`src/design/ifrt_pkg.sv`:
```
package ifrt_pkg;

	// Default geometry
	localparam int SLOTS_DEF  = 7;
	localparam int CHUNKS_DEF = 512;

	// Result status codes
	localparam logic [1:0] ST_WAIT = 2'd0;
	localparam logic [1:0] ST_DONE = 2'd1;
	localparam logic [1:0] ST_DROP = 2'd2;

	// Fragment descriptor request
	typedef struct packed {
		logic [15:0] frag_ident;
		logic [12:0] frag_offset;
		logic        more_fragments;
		logic [10:0] payload_len;
		logic [31:0] now_tick;
	} frag_req_t;

	// Result request
	typedef struct packed {
		logic [2:0]  slot_index;
		logic        new_entry;
		logic [11:0] byte_offset;
		logic [1:0]  status;
		logic [12:0] total_length;
	} res_req_t;

	// Sequencer states
	typedef enum logic [3:0] {
		S_IDLE,
		S_SCAN,
		S_PICK,
		S_CLEAR,
		S_MARK_RD,
		S_MARK_WR,
		S_UPDATE,
		S_CHK_RD,
		S_CHK_EVAL,
		S_FINISH
	} fsm_state_t;

endpackage

```
`src/design/ifrt_bitmap_mem.sv`:
```
module ifrt_bitmap_mem #(
	parameter int DEPTH = 112,
	parameter int AW    = 7
) (
	input  logic          clk,
	input  logic          wr_en,
	input  logic [AW-1:0] wr_addr,
	input  logic [31:0]   wr_data,
	input  logic          rd_en,
	input  logic [AW-1:0] rd_addr,
	output logic [31:0]   rd_data
);

	logic [31:0] mem [DEPTH];

	// Single write port
	always_ff @(posedge clk) begin
		if (wr_en) begin
			mem[wr_addr] <= wr_data;
		end
	end

	// Registered read port
	always_ff @(posedge clk) begin
		if (rd_en) begin
			rd_data <= mem[rd_addr];
		end
	end

endmodule

```
`src/design/ip_fragment_reassembly_tracker_core.sv`:
```
// Channel | Dir | Handshake          | Payload
// frag    | in  | frag_valid / stall | ifrt_pkg::frag_req_t
// res     | out | res_valid / stall  | ifrt_pkg::res_req_t
//
// One fragment at a time, in order: slot scan over all SLOTS, pick, bitmap
// clear of all WORDS on a new allocation, a read and a write per bitmap word
// touched by the fragment, update, a read and an evaluate per bitmap word
// checked up to the last chunk, finish and idle; a dropped fragment skips to finish.
// All bitmap accesses go through the single read / single write memory port.
// Reset clears the slot table; the bitmap is not reset and is cleared when
// a slot is allocated. A finished result waits in the output register while
// the next fragment is taken; a stalled result holds the sequencer in FINISH.
module ip_fragment_reassembly_tracker_core #(
	parameter int SLOTS  = ifrt_pkg::SLOTS_DEF,
	parameter int CHUNKS = ifrt_pkg::CHUNKS_DEF
) (
	input  logic                clk,
	input  logic                arst_n,
	input  logic                frag_valid,
	output logic                frag_stall,
	input  ifrt_pkg::frag_req_t frag,
	output logic                res_valid,
	input  logic                res_stall,
	output ifrt_pkg::res_req_t  res
);

	localparam int SW        = (SLOTS > 1) ? $clog2(SLOTS) : 1;
	localparam int WORDS     = (CHUNKS + 31) / 32;
	localparam int WW        = (WORDS > 1) ? $clog2(WORDS) : 1;
	localparam int DEPTH     = SLOTS * WORDS;
	localparam int AW        = (DEPTH > 1) ? $clog2(DEPTH) : 1;
	localparam int CHW_RAW   = $clog2(CHUNKS + 1);
	localparam int CHW       = (CHW_RAW > 6) ? CHW_RAW : 6;
	localparam int BUF_BYTES = 8 * CHUNKS;
	localparam int TW        = $clog2(BUF_BYTES + 1);

	ifrt_pkg::fsm_state_t state_q, state_d;

	// Slot table
	logic          valid_q     [SLOTS];
	logic [15:0]   ident_q     [SLOTS];
	logic [31:0]   stamp_q     [SLOTS];
	logic          last_seen_q [SLOTS];
	logic [CHW-1:0] last_chunk_q [SLOTS];
	logic [TW-1:0] total_q     [SLOTS];

	// Working registers
	ifrt_pkg::frag_req_t req_q;
	logic           drop_q;
	logic [CHW-1:0] lo_q, hi_q;
	logic [TW-1:0]  end_q;
	logic [SW-1:0]  scan_i_q;
	logic           match_found_q, free_found_q;
	logic [SW-1:0]  match_q, free_q, min_q;
	logic [31:0]    min_stamp_q;
	logic           m_ls_q;
	logic [TW-1:0]  m_tot_q;
	logic [CHW-1:0] m_lc_q;
	logic [SW-1:0]  slot_q;
	logic           fresh_q;
	logic           ls_q;
	logic [TW-1:0]  tot_q;
	logic [CHW-1:0] lc_q;
	logic [WW-1:0]  word_q;
	logic           complete_q;
	logic           res_valid_q;
	ifrt_pkg::res_req_t res_q;

	// Bitmap memory port
	logic          mem_we, mem_re;
	logic [31:0]   mem_wdata, mem_rdata;
	logic [AW-1:0] mem_addr;

	// Input decode
	logic [16:0]    end_byte;
	logic [11:0]    n_chunks;
	logic           drop_in;
	logic           accept;

	assign end_byte = {1'b0, frag.frag_offset, 3'b000} + 17'(frag.payload_len);
	assign n_chunks = ({1'b0, frag.payload_len} + 12'd7) >> 3;
	assign drop_in  = (14'(frag.frag_offset) >= 14'(CHUNKS)) ||
	                  (end_byte > 17'(BUF_BYTES));
	assign frag_stall = (state_q != ifrt_pkg::S_IDLE);
	assign accept     = frag_valid && !frag_stall;

	// Word range, masks and end-of-loop conditions
	logic [WW-1:0]  wlo, whi, lcw;
	logic [CHW:0]   wbase;
	logic [5:0]     lo_b, hi_b;
	logic [32:0]    mask33, chk33;
	logic [31:0]    mark_mask, chk_mask;
	logic           chk_pass;
	logic [TW:0]    end_r;
	logic [CHW-1:0] lc_new;
	logic           eff_ls;
	logic [TW-1:0]  eff_tot;
	logic           scan_last, clear_last, mark_last, chk_last, res_free;
	logic           has_data;

	assign wlo   = WW'(lo_q >> 5);
	assign whi   = WW'((hi_q - CHW'(1)) >> 5);
	assign lcw   = WW'(lc_q >> 5);
	assign wbase = (CHW+1)'({word_q, 5'b00000});
	assign lo_b  = ({1'b0, lo_q} > wbase) ? 6'({1'b0, lo_q} - wbase) : 6'd0;
	assign hi_b  = ({1'b0, hi_q} >= wbase + (CHW+1)'(32)) ? 6'd32
	                                                     : 6'({1'b0, hi_q} - wbase);
	assign mask33    = ((33'd1 << hi_b) - 33'd1) & ~((33'd1 << lo_b) - 33'd1);
	assign mark_mask = mask33[31:0];
	assign chk33     = (33'd2 << lc_q[4:0]) - 33'd1;
	assign chk_mask  = (word_q == lcw) ? chk33[31:0] : 32'hffff_ffff;
	assign chk_pass  = &(mem_rdata | ~chk_mask);

	assign end_r   = (TW+1)'(end_q) + (TW+1)'(7);
	assign lc_new  = (end_q != '0) ? CHW'(end_r >> 3) - CHW'(1) : '0;
	assign eff_ls  = req_q.more_fragments ? ls_q : 1'b1;
	assign eff_tot = req_q.more_fragments ? tot_q : end_q;

	assign scan_last  = (scan_i_q == SW'(SLOTS - 1));
	assign clear_last = (word_q == WW'(WORDS - 1));
	assign mark_last  = (word_q == whi);
	assign chk_last   = (word_q == lcw);
	assign res_free   = !res_valid_q || !res_stall;
	assign has_data   = (req_q.payload_len != '0);

	// Next state
	always_comb begin
		state_d = state_q;
		unique case (state_q)
			ifrt_pkg::S_IDLE: begin
				if (accept) begin
					state_d = drop_in ? ifrt_pkg::S_FINISH : ifrt_pkg::S_SCAN;
				end
			end
			ifrt_pkg::S_SCAN: begin
				if (scan_last) begin
					state_d = ifrt_pkg::S_PICK;
				end
			end
			ifrt_pkg::S_PICK: begin
				if (!match_found_q) begin
					state_d = ifrt_pkg::S_CLEAR;
				end else begin
					state_d = has_data ? ifrt_pkg::S_MARK_RD : ifrt_pkg::S_UPDATE;
				end
			end
			ifrt_pkg::S_CLEAR: begin
				if (clear_last) begin
					state_d = has_data ? ifrt_pkg::S_MARK_RD : ifrt_pkg::S_UPDATE;
				end
			end
			ifrt_pkg::S_MARK_RD: state_d = ifrt_pkg::S_MARK_WR;
			ifrt_pkg::S_MARK_WR: begin
				state_d = mark_last ? ifrt_pkg::S_UPDATE : ifrt_pkg::S_MARK_RD;
			end
			ifrt_pkg::S_UPDATE: begin
				state_d = (eff_ls && eff_tot != '0) ? ifrt_pkg::S_CHK_RD
				                                     : ifrt_pkg::S_FINISH;
			end
			ifrt_pkg::S_CHK_RD: state_d = ifrt_pkg::S_CHK_EVAL;
			ifrt_pkg::S_CHK_EVAL: begin
				state_d = (!chk_pass || chk_last) ? ifrt_pkg::S_FINISH
				                                  : ifrt_pkg::S_CHK_RD;
			end
			ifrt_pkg::S_FINISH: begin
				if (res_free) begin
					state_d = ifrt_pkg::S_IDLE;
				end
			end
			default: state_d = ifrt_pkg::S_IDLE;
		endcase
	end

	// Memory control
	always_comb begin
		mem_we    = 1'b0;
		mem_re    = 1'b0;
		mem_wdata = '0;
		unique case (state_q)
			ifrt_pkg::S_CLEAR: begin
				mem_we = 1'b1;
			end
			ifrt_pkg::S_MARK_WR: begin
				mem_we    = 1'b1;
				mem_wdata = mem_rdata | mark_mask;
			end
			ifrt_pkg::S_MARK_RD, ifrt_pkg::S_CHK_RD: begin
				mem_re = 1'b1;
			end
			default: begin
				mem_we = 1'b0;
			end
		endcase
	end

	assign mem_addr = AW'(slot_q) * AW'(WORDS) + AW'(word_q);

	ifrt_bitmap_mem #(
		.DEPTH (DEPTH),
		.AW    (AW)
	) u_bitmap (
		.clk     (clk),
		.wr_en   (mem_we),
		.wr_addr (mem_addr),
		.wr_data (mem_wdata),
		.rd_en   (mem_re),
		.rd_addr (mem_addr),
		.rd_data (mem_rdata)
	);

	// State register
	always_ff @(posedge clk or negedge arst_n) begin
		if (!arst_n) begin
			state_q <= ifrt_pkg::S_IDLE;
		end else begin
			state_q <= state_d;
		end
	end

	// Working datapath
	always_ff @(posedge clk) begin
		unique case (state_q)
			ifrt_pkg::S_IDLE: begin
				if (accept) begin
					req_q         <= frag;
					drop_q        <= drop_in;
					lo_q          <= CHW'(frag.frag_offset);
					hi_q          <= CHW'(frag.frag_offset) + CHW'(n_chunks);
					end_q         <= TW'(end_byte);
					scan_i_q      <= '0;
					match_found_q <= 1'b0;
					free_found_q  <= 1'b0;
				end
			end
			ifrt_pkg::S_SCAN: begin
				// one slot per cycle: match, first free, oldest stamp
				if (!match_found_q && valid_q[scan_i_q] &&
				    ident_q[scan_i_q] == req_q.frag_ident) begin
					match_found_q <= 1'b1;
					match_q       <= scan_i_q;
					m_ls_q        <= last_seen_q[scan_i_q];
					m_tot_q       <= total_q[scan_i_q];
					m_lc_q        <= last_chunk_q[scan_i_q];
				end
				if (!free_found_q && !valid_q[scan_i_q]) begin
					free_found_q <= 1'b1;
					free_q       <= scan_i_q;
				end
				if (scan_i_q == '0 || stamp_q[scan_i_q] < min_stamp_q) begin
					min_q       <= scan_i_q;
					min_stamp_q <= stamp_q[scan_i_q];
				end
				scan_i_q <= scan_i_q + SW'(1);
			end
			ifrt_pkg::S_PICK: begin
				if (match_found_q) begin
					slot_q  <= match_q;
					fresh_q <= 1'b0;
					ls_q    <= m_ls_q;
					tot_q   <= m_tot_q;
					lc_q    <= m_lc_q;
					word_q  <= wlo;
				end else begin
					slot_q  <= free_found_q ? free_q : min_q;
					fresh_q <= 1'b1;
					ls_q    <= 1'b0;
					tot_q   <= '0;
					lc_q    <= '0;
					word_q  <= '0;
				end
			end
			ifrt_pkg::S_CLEAR: begin
				word_q <= clear_last ? wlo : word_q + WW'(1);
			end
			ifrt_pkg::S_MARK_WR: begin
				word_q <= word_q + WW'(1);
			end
			ifrt_pkg::S_UPDATE: begin
				// last fragment sets the length
				if (!req_q.more_fragments) begin
					ls_q  <= 1'b1;
					tot_q <= end_q;
					lc_q  <= lc_new;
				end
				word_q     <= '0;
				complete_q <= eff_ls;
			end
			ifrt_pkg::S_CHK_EVAL: begin
				if (!chk_pass) begin
					complete_q <= 1'b0;
				end else if (chk_last) begin
					complete_q <= 1'b1;
				end else begin
					word_q <= word_q + WW'(1);
				end
			end
			default: begin
				word_q <= word_q;
			end
		endcase
	end

	// Slot table write-back
	always_ff @(posedge clk or negedge arst_n) begin
		if (!arst_n) begin
			for (int i = 0; i < SLOTS; i++) begin
				valid_q[i]      <= 1'b0;
				ident_q[i]      <= '0;
				stamp_q[i]      <= '0;
				last_seen_q[i]  <= 1'b0;
				last_chunk_q[i] <= '0;
				total_q[i]      <= '0;
			end
		end else if (state_q == ifrt_pkg::S_FINISH && res_free && !drop_q) begin
			if (complete_q) begin
				valid_q[slot_q]      <= 1'b0;
				ident_q[slot_q]      <= '0;
				stamp_q[slot_q]      <= '0;
				last_seen_q[slot_q]  <= 1'b0;
				last_chunk_q[slot_q] <= '0;
				total_q[slot_q]      <= '0;
			end else begin
				valid_q[slot_q]      <= 1'b1;
				ident_q[slot_q]      <= req_q.frag_ident;
				stamp_q[slot_q]      <= req_q.now_tick;
				last_seen_q[slot_q]  <= ls_q;
				last_chunk_q[slot_q] <= lc_q;
				total_q[slot_q]      <= tot_q;
			end
		end
	end

	// Output register
	always_ff @(posedge clk or negedge arst_n) begin
		if (!arst_n) begin
			res_valid_q <= 1'b0;
		end else if (state_q == ifrt_pkg::S_FINISH && res_free) begin
			res_valid_q <= 1'b1;
		end else if (!res_stall) begin
			res_valid_q <= 1'b0;
		end
	end

	always_ff @(posedge clk) begin
		if (state_q == ifrt_pkg::S_FINISH && res_free) begin
			if (drop_q) begin
				res_q <= '{slot_index: '0, new_entry: 1'b0, byte_offset: '0,
				           status: ifrt_pkg::ST_DROP, total_length: '0};
			end else begin
				res_q.slot_index   <= 3'(slot_q);
				res_q.new_entry    <= fresh_q;
				res_q.byte_offset  <= {req_q.frag_offset[8:0], 3'b000};
				res_q.status       <= complete_q ? ifrt_pkg::ST_DONE : ifrt_pkg::ST_WAIT;
				res_q.total_length <= complete_q ? 13'(tot_q) : 13'd0;
			end
		end
	end

	assign res_valid = res_valid_q;
	assign res       = res_q;

	// Checks
	a_res_from_finish: assert property (@(posedge clk) disable iff (!arst_n)
		$rose(res_valid) |-> $past(state_q == ifrt_pkg::S_FINISH))
		else $error("result raised outside FINISH");

	a_write_states: assert property (@(posedge clk) disable iff (!arst_n)
		mem_we |-> (state_q == ifrt_pkg::S_CLEAR || state_q == ifrt_pkg::S_MARK_WR))
		else $error("bitmap write outside clear or mark");

	a_drop_fields: assert property (@(posedge clk) disable iff (!arst_n)
		(res_valid && res.status == ifrt_pkg::ST_DROP) |->
		(res.total_length == '0 && !res.new_entry && res.slot_index == '0))
		else $error("dropped result carries data");

	a_busy_after_accept: assert property (@(posedge clk) disable iff (!arst_n)
		accept |=> frag_stall)
		else $error("request accepted without going busy");

endmodule

```
`config.mk`:
```
export PLATFORM = sky130hd
export DESIGN_NAME = ip_fragment_reassembly_tracker_core
export DESIGN_NICKNAME = d
export VERILOG_FILES = /design/src/design/ifrt_pkg.sv /design/src/design/ifrt_bitmap_mem.sv /design/src/design/ip_fragment_reassembly_tracker_core.sv
export SDC_FILE = /design/constraint.sdc
export NUM_CORES = 2
export LEC_CHECK = 0
export BUFFER_PORTS_ARGS = -buffer_cell sky130_fd_sc_hd__buf_4
export CAP_MARGIN = 15
export CORE_MARGIN = 10
export CORE_UTILIZATION = 45
export CTS_CLUSTER_SIZE = 14
export DETAILED_ROUTE_END_ITERATION = 8
export GPL_ROUTABILITY_DRIVEN = 0
export SYNTH_ARGS = -nofsm -noshare
export SYNTH_HDL_FRONTEND = slang
export SYNTH_SLANG_ARGS = --single-unit
```
`constraint.sdc`:
```
create_clock -name clk -period 34.1 [get_ports clk]
set_input_delay 1.705 -clock clk [delete_from_list [all_inputs] [get_ports clk]]
set_output_delay 1.705 -clock clk [all_outputs]
set_load 0.1 [all_outputs]
```
======== After elaboration in Yosys (flattened, before gate mapping) ========
Memories as Yosys holds them, arrays and structs flattened. A register that Yosys moved wholly into a read port is not among the register bits.
Index checks and enable logic that the tools add are counted.
operators by class
  add/sub/neg operators ................... 15
  $lt $le $gt $ge ......................... 8
  equality and inequality tests ........... 25
  shifts and indexed selects .............. 3
  mux-type cells .......................... 89
  bitwise operators ....................... 20
  reductions and logical operators ........ 45
operators by type and width
  kind                                                                   count
  224-bit bitwise AND                                                    1
  224-bit bitwise mux                                                    1
  224-bit two-way mux                                                    1
  224-bit NOT                                                            1
  32-bit two-way mux                                                     5
  112-bit bitwise AND                                                    1
  112-bit bitwise mux                                                    1
  112-bit two-way mux                                                    1
  112-bit NOT                                                            1
  32-bit binary-select mux with 3-bit select                             1
  32-bit demux with 3-bit select                                         1
  32-bit by 1-bit subtractor with 32-bit output (second input constant)  3
  91-bit bitwise AND                                                     1
  91-bit bitwise mux                                                     1
  91-bit two-way mux                                                     1
  91-bit NOT                                                             1
  70-bit bitwise AND                                                     1
  70-bit bitwise mux                                                     1
  70-bit two-way mux                                                     1
  70-bit NOT                                                             1
  13-bit two-way mux                                                     5
  32-bit NOT                                                             2
  32-bit OR                                                              2
  1-bit by 6-bit left shift with 32-bit output (first input constant)    2
  73 further kinds                                                       168
word-level totals
  register bits ........................... 753
  RAM bits ................................ 3584
  output and inout bits ................... 33
  memories ................................ 1
memories
  memory        depth  bits a word  read ports  clocked after Yosys merged registers in  write ports  line                   text
  u_bitmap.mem  112    32           1           1                                        1            ifrt_bitmap_mem.sv:14  logic [31:0] mem [DEPTH];

======== Depth between registers and ports, before layout ========
  word-level depth ........................ 10
  depth in mapped cells ................... 21
  mapped depth without buffers ............ 14

======== By module ========
A second synthesis with hierarchy kept.
unflattened totals
  cells, all modules ...................... 9503
  area total of the unflattened synthesis .. 173423.8 um^2
by module, submodules not included
  module                               times used  cells each  area each (um^2)
  ifrt_bitmap_mem                      1           6106        138616.7
  ip_fragment_reassembly_tracker_core  1           3397        34807.1

======== Least setup slack after synthesis ========
No wires, ideal clock.
  path kind ............................... register to register
  from .................................... register word_q[2]
  to ...................................... memory u_bitmap.mem[0][6], data pin
  library setup time ...................... 1178 ps
  arrival time ............................ 9479 ps
  required time ........................... 32922 ps
  setup slack ............................. 23443 ps
  stages on the path, launching flop included .. 21
  path buffers ............................ 7
  clock period less this slack ............ 10657 ps
  path through ............................ edfxtp_1 clkbuf_1 buf_2 buf_2 buf_2 buf_1 buf_2 buf_1 xnor2_1 ha_1 a21o_1 a21o_1 a2111oi_0 nand2b_1 or3_1 ha_1 nor2_1 inv_1 o21ai_0 a221oi_1 a311oi_1
between the ends
  longest elaborated chain between the ends .. 8
ends and longest elaborated chain
  element                                                                                                                      line                                                                                    text
  start, declared                                                                                                              ip_fragment_reassembly_tracker_core.sv:64                                               logic [WW-1:0] word_q;
  start signal, assigned                                                                                                       ip_fragment_reassembly_tracker_core.sv:262                                              word_q <= wlo;
  start signal, assigned                                                                                                       ip_fragment_reassembly_tracker_core.sv:273                                              word_q <= clear_last ? wlo : word_q + WW'(1);
  start signal, assigned                                                                                                       ip_fragment_reassembly_tracker_core.sv:276                                              word_q <= word_q + WW'(1);
  9-bit by 6-bit adder with 10-bit output / 10-bit by 9-bit greater-than comparator with 1-bit output (equally long branches)  ip_fragment_reassembly_tracker_core.sv:106, ip_fragment_reassembly_tracker_core.sv:105
  10-bit >= comparator / 6-bit two-way mux (equally long branches)                                                             ip_fragment_reassembly_tracker_core.sv:106, ip_fragment_reassembly_tracker_core.sv:105
  6-bit two-way mux / 1-bit by 6-bit left shift with 32-bit output (equally long branches)                                     ip_fragment_reassembly_tracker_core.sv:106, ip_fragment_reassembly_tracker_core.sv:108
  1-bit by 6-bit left shift with 32-bit output / 32-bit by 1-bit subtractor with 32-bit output (equally long branches)         ip_fragment_reassembly_tracker_core.sv:108                                              assign mask33 = ((33'd1 << hi_b) - 33'd1) & ~((33'd1 << lo_b) - 33'd1);
  32-bit by 1-bit subtractor with 32-bit output / 32-bit NOT (equally long branches)                                           ip_fragment_reassembly_tracker_core.sv:108
  32-bit bitwise AND (*)                                                                                                       ip_fragment_reassembly_tracker_core.sv:108
  32-bit OR (*)                                                                                                                ip_fragment_reassembly_tracker_core.sv:185                                              mem_wdata = mem_rdata | mark_mask;
  32-bit two-way mux (*)                                                                                                       ip_fragment_reassembly_tracker_core.sv:179                                              unique case (state_q)
  via mem_wdata[6]                                                                                                             ip_fragment_reassembly_tracker_core.sv:71                                               logic [31:0] mem_wdata, mem_rdata;
  end, declared                                                                                                                ifrt_bitmap_mem.sv:14
The timed path passes the listed nets; every way through them passes the cells marked *.

======== Worst setup path in the final report ========
  from .................................... register word_q[0]
  to ...................................... memory u_bitmap.mem[30][8], data pin
between the ends
  longest elaborated chain between the ends .. 8
ends and longest elaborated chain
  element                                                                                                               line                                                                                    text
  9-bit by 6-bit adder with 10-bit output (tied with other cells)                                                       ip_fragment_reassembly_tracker_core.sv:106                                              assign hi_b = ({1'b0, hi_q} >= wbase + (CHW+1)'(32)) ? 6'd32
  10-bit >= comparator / 6-bit two-way mux (equally long branches)                                                      ip_fragment_reassembly_tracker_core.sv:106, ip_fragment_reassembly_tracker_core.sv:105
  6-bit two-way mux / 1-bit by 6-bit left shift with 32-bit output (equally long branches)                              ip_fragment_reassembly_tracker_core.sv:106, ip_fragment_reassembly_tracker_core.sv:108
  1-bit by 6-bit left shift with 32-bit output / 32-bit by 1-bit subtractor with 32-bit output (equally long branches)  ip_fragment_reassembly_tracker_core.sv:108
  32-bit by 1-bit subtractor with 32-bit output / 32-bit NOT (equally long branches)                                    ip_fragment_reassembly_tracker_core.sv:108
  32-bit bitwise AND (*)                                                                                                ip_fragment_reassembly_tracker_core.sv:108
  32-bit OR (*)                                                                                                         ip_fragment_reassembly_tracker_core.sv:185
  32-bit two-way mux (*)                                                                                                ip_fragment_reassembly_tracker_core.sv:179
  via mem_wdata[8]                                                                                                      ip_fragment_reassembly_tracker_core.sv:71
Marked as above.

==> reports/results.ini <==
[yosys]
ys_ff_latch=4345
yosys.area.top_type=edfxtp_1
synth-edff-count=3836
yosysWarnings=0
yosysSeqAreaShare_pct=76.9
synth_flop_cell=edfxtp_1
synth-async-reset-ratio_pct=11.7
synth.distinct_cells=85
netlist.area_leader.share_pct=69.2
synth_area_leaders=edfxtp_1 (69%), dfrtp_1 (7.7%), a22oi_1 (5.8%)
synthesis.area_um2=166000
syn_inst=10300
synth.avg_cell_area_um2=16.1

[worst_setup_path]
crit_family=buffers and inverters
path_buf_inv=4
r2r_slack_ps=27170
r2r_end=u_bitmap.mem[30][8]
crit_fanout=69
startpoint_type=register
slowest_stage=buf_4
end_kind=register
reg2reg_depth=18
critical_path_class=register to register
required_ps=34700
worstPathArrival_ps=7540
r2r-start=word_q[0]
cp_cell_sequence=buf_4, buf_12, ha_1, nand3_1, ha_1, nand4_1, o21ai_0, a2111oi_2, buf_4, nand2b_1, or3_1, ha_1, nor2_1, a31oi_1, o2bb2ai_1, a41oi_1, nor2_4, buf_4
max_stage_delay_ps=760

[grt]
grt_pass1_vias=98700
grt_max_degree=113
antenna_found_initial=22
grt_use_total_pct=25.3
grt_first_pass_wirelength_um=736000
gr-total-overflow=0

[min_path]
min_path_cells=2
min_to=stamp_q[82]
worstHoldStart=stamp_q[82]
min_path_type=register to register

[clock_tree]
postCtsResizedCells=0
clk_pin_slew_worst_paths_ps=60
holdBufCountCts=0
cts_inserted_buffers=431
clock_latency_ps=1010
cts_tree=built
ctsRootBufferMaster=clkbuf_16
clk_path_buf_depth=4
htreeDepth=5
clkSinkCount=4345
cts_setup_buffers=0

[power_and_ir_drop]
power_density_nw_per_um2=82.0
irDropWorstVdd_v=0.0000755
leakagePower_nw=60.4
fin_total_pwr_mw=15.5

[route]
drt-initial-drc-count=15900
wl_per_cell_um=33.0
vias=102000
highest_layer=met5
met1_length_um=202000
met2_length_um=236000
route.antenna.remaining_nets=0
met3_length_um=61000
firstDrtPassIters=9
wirelength_um=523000
route.detailed.drc=20
viasPerCell=6.44

[job]
cap_violations=0

[sta]
relSlewSlack_pct=11.3
worstMarginPinSlew_ps=1320
finalSetupViolations=0
slew_viol_final=0
fin_setup_tns_ps=0
fin_worst_skew_ps=92.1
max_clock_freq_mhz=144
fin_crit_ps=6930
grt_setup_unrepaired=false
finalHoldViolations=0
period_share_pct=20.3

[die]
die_area_um2=395000
die_h_um=628
die_width_um=628
core_um2=369000
initial_core_util_pct=45.2
rows=223
io_pins=110

[placement]
placed_cells=15000
dp_hpwl_um=282000
io_buffers=106

[run_status]
status=finished, violations left
violations=DRC

[cells_and_area]
synthToLayoutAreaGrowth_pct=13.5
nNetsFinal=10700
layout-drive-gt1-share_pct=13.4
finalNonFillerCells=15800
register_area_um2=128000
fillCellCount=29700
multi_input_area_um2=36700

## cells by family after synthesis
group           after synthesis  synth area share [%]
mux                         367                  3.25
fa+ha+maj                    67                 0.513
flops                      4345                  76.9
other cells                   1               0.00225
xor+xnor                     61                 0.321
compound gates             2996                  12.4
simple gates               1697                  4.81
buf+inv                     805                  1.87
## tightest hold or removal path, stage by stage (launching register included)
cell and delay [ps]:
dfrtp_1 340, nand2_1 50, o21ai_0 60
## flip-flops by register name (all words and copies together), names as in the netlist, 2 cells and up, named ones only
signal / count
min_stamp_q: 32
u_bitmap.mem: 3584
end_q: 10
free_q: 3
lc_q: 9
hi_q: 10
tot_q: 13
lo_q: 2
last_seen_q: 7
m_lc_q: 9
ident_q: 112
word_q: 4
total_q: 91
stamp_q: 224
min_q: 3
m_tot_q: 13
last_chunk_q: 63
state_q: 4
match_q: 3
scan_i_q: 3
req_q: 68
slot_q: 3
res: 28
u_bitmap.rd_data: 32
## cells in the final DEF (no fill, tap or decap), types with 94 or more instances in the layout
master	count
a21oi_1	279
nand4_1	309
clkinv_1	106
a221oi_1	184
nand2b_1	100
nor2_4	122
dfrtp_1	509
nand2_1	662
edfxtp_1	3836
nor2_1	226
buf_4	425
a22o_1	155
o21ai_0	679
clkbuf_16	434
mux4_2	134
a22oi_1	1288
mux2i_1	183
a31oi_1	94
## metal layers
layer | track usage [%] | vias to the layer above
met1 | 35.0 | 52800
met3 | 6.09 | 1095
met4 | 10.1 | 20
li1 | - | 42000
met2 | 39.0 | 6264
met5 | 0 | -
## how the worst max path moves through the flow
stage                         start                   end  slack (ps)  cells after the start
final                     word_q[0]   u_bitmap.mem[30][8]       27170                     18
after global routing      word_q[0]    u_bitmap.mem[1][8]       26830                     18
after CTS                 word_q[0]  u_bitmap.mem[21][12]       27230                     17
after detailed placement  word_q[0]  u_bitmap.mem[22][12]       27370                     17
after global placement    word_q[0]   u_bitmap.mem[29][8]       27430                     18
after floorplan           word_q[2]    u_bitmap.mem[0][6]       23440                     20
## where the power goes
group | total, mW | internal, mW | switching, mW
Combinational | 4.52 | 1.32 | 3.20
Clock | 4.68 | 2.65 | 2.03
Sequential | 6.29 | 6.16 | 0.127
Total | 15.5 | 10.1 | 5.36
## per-stage QoR
step / worst slack, ps / hold WS [ps] / utilization [%] / instance area, um^2
after global placement: 27430 / 456 / 47.4 / 175000
after detailed placement: 27370 / 466 / 47.4 / 175000
after global routing: 26830 / 495 / 51.3 / 189000
after floorplan: 23440 / 445 / - / 166000
final: 27170 / 477 / 51.3 / 189000
after CTS: 27230 / 480 / 51.2 / 189000
## final cells by class
cell class | instances | share of cell area (%)
antenna | 11 | 0.0146
clock buffer | 532 | 6.01
clock inverter | 265 | 1.32
inverter | 89 | 0.177
multi-input combinational | 5191 | 19.4
sequential | 4345 | 67.7
tap | 4950 | 3.28
timing repair buffer | 460 | 2.06
## cell usage after synthesis (20+ instances only)
master and n:
a211oi_1 20, a21o_1 29, a21oi_1 284, a221oi_1 184
a22o_1 155, a22oi_1 1288, a31oi_1 94, and2_1 22
buf_1 150, buf_2 37, clkbuf_1 522, dfrtp_1 509
edfxtp_1 3836, ha_1 65, inv_1 86, mux2_2 50
mux2i_1 183, mux4_2 134, nand2_1 678, nand2b_1 100
nand3_1 71, nand4_1 309, nor2_1 350, nor2b_1 36
nor3_1 40, nor4_1 20, o2111ai_1 39, o211ai_1 58
o21ai_0 688, xnor2_1 42
Power figures use the tool's default switching activity.
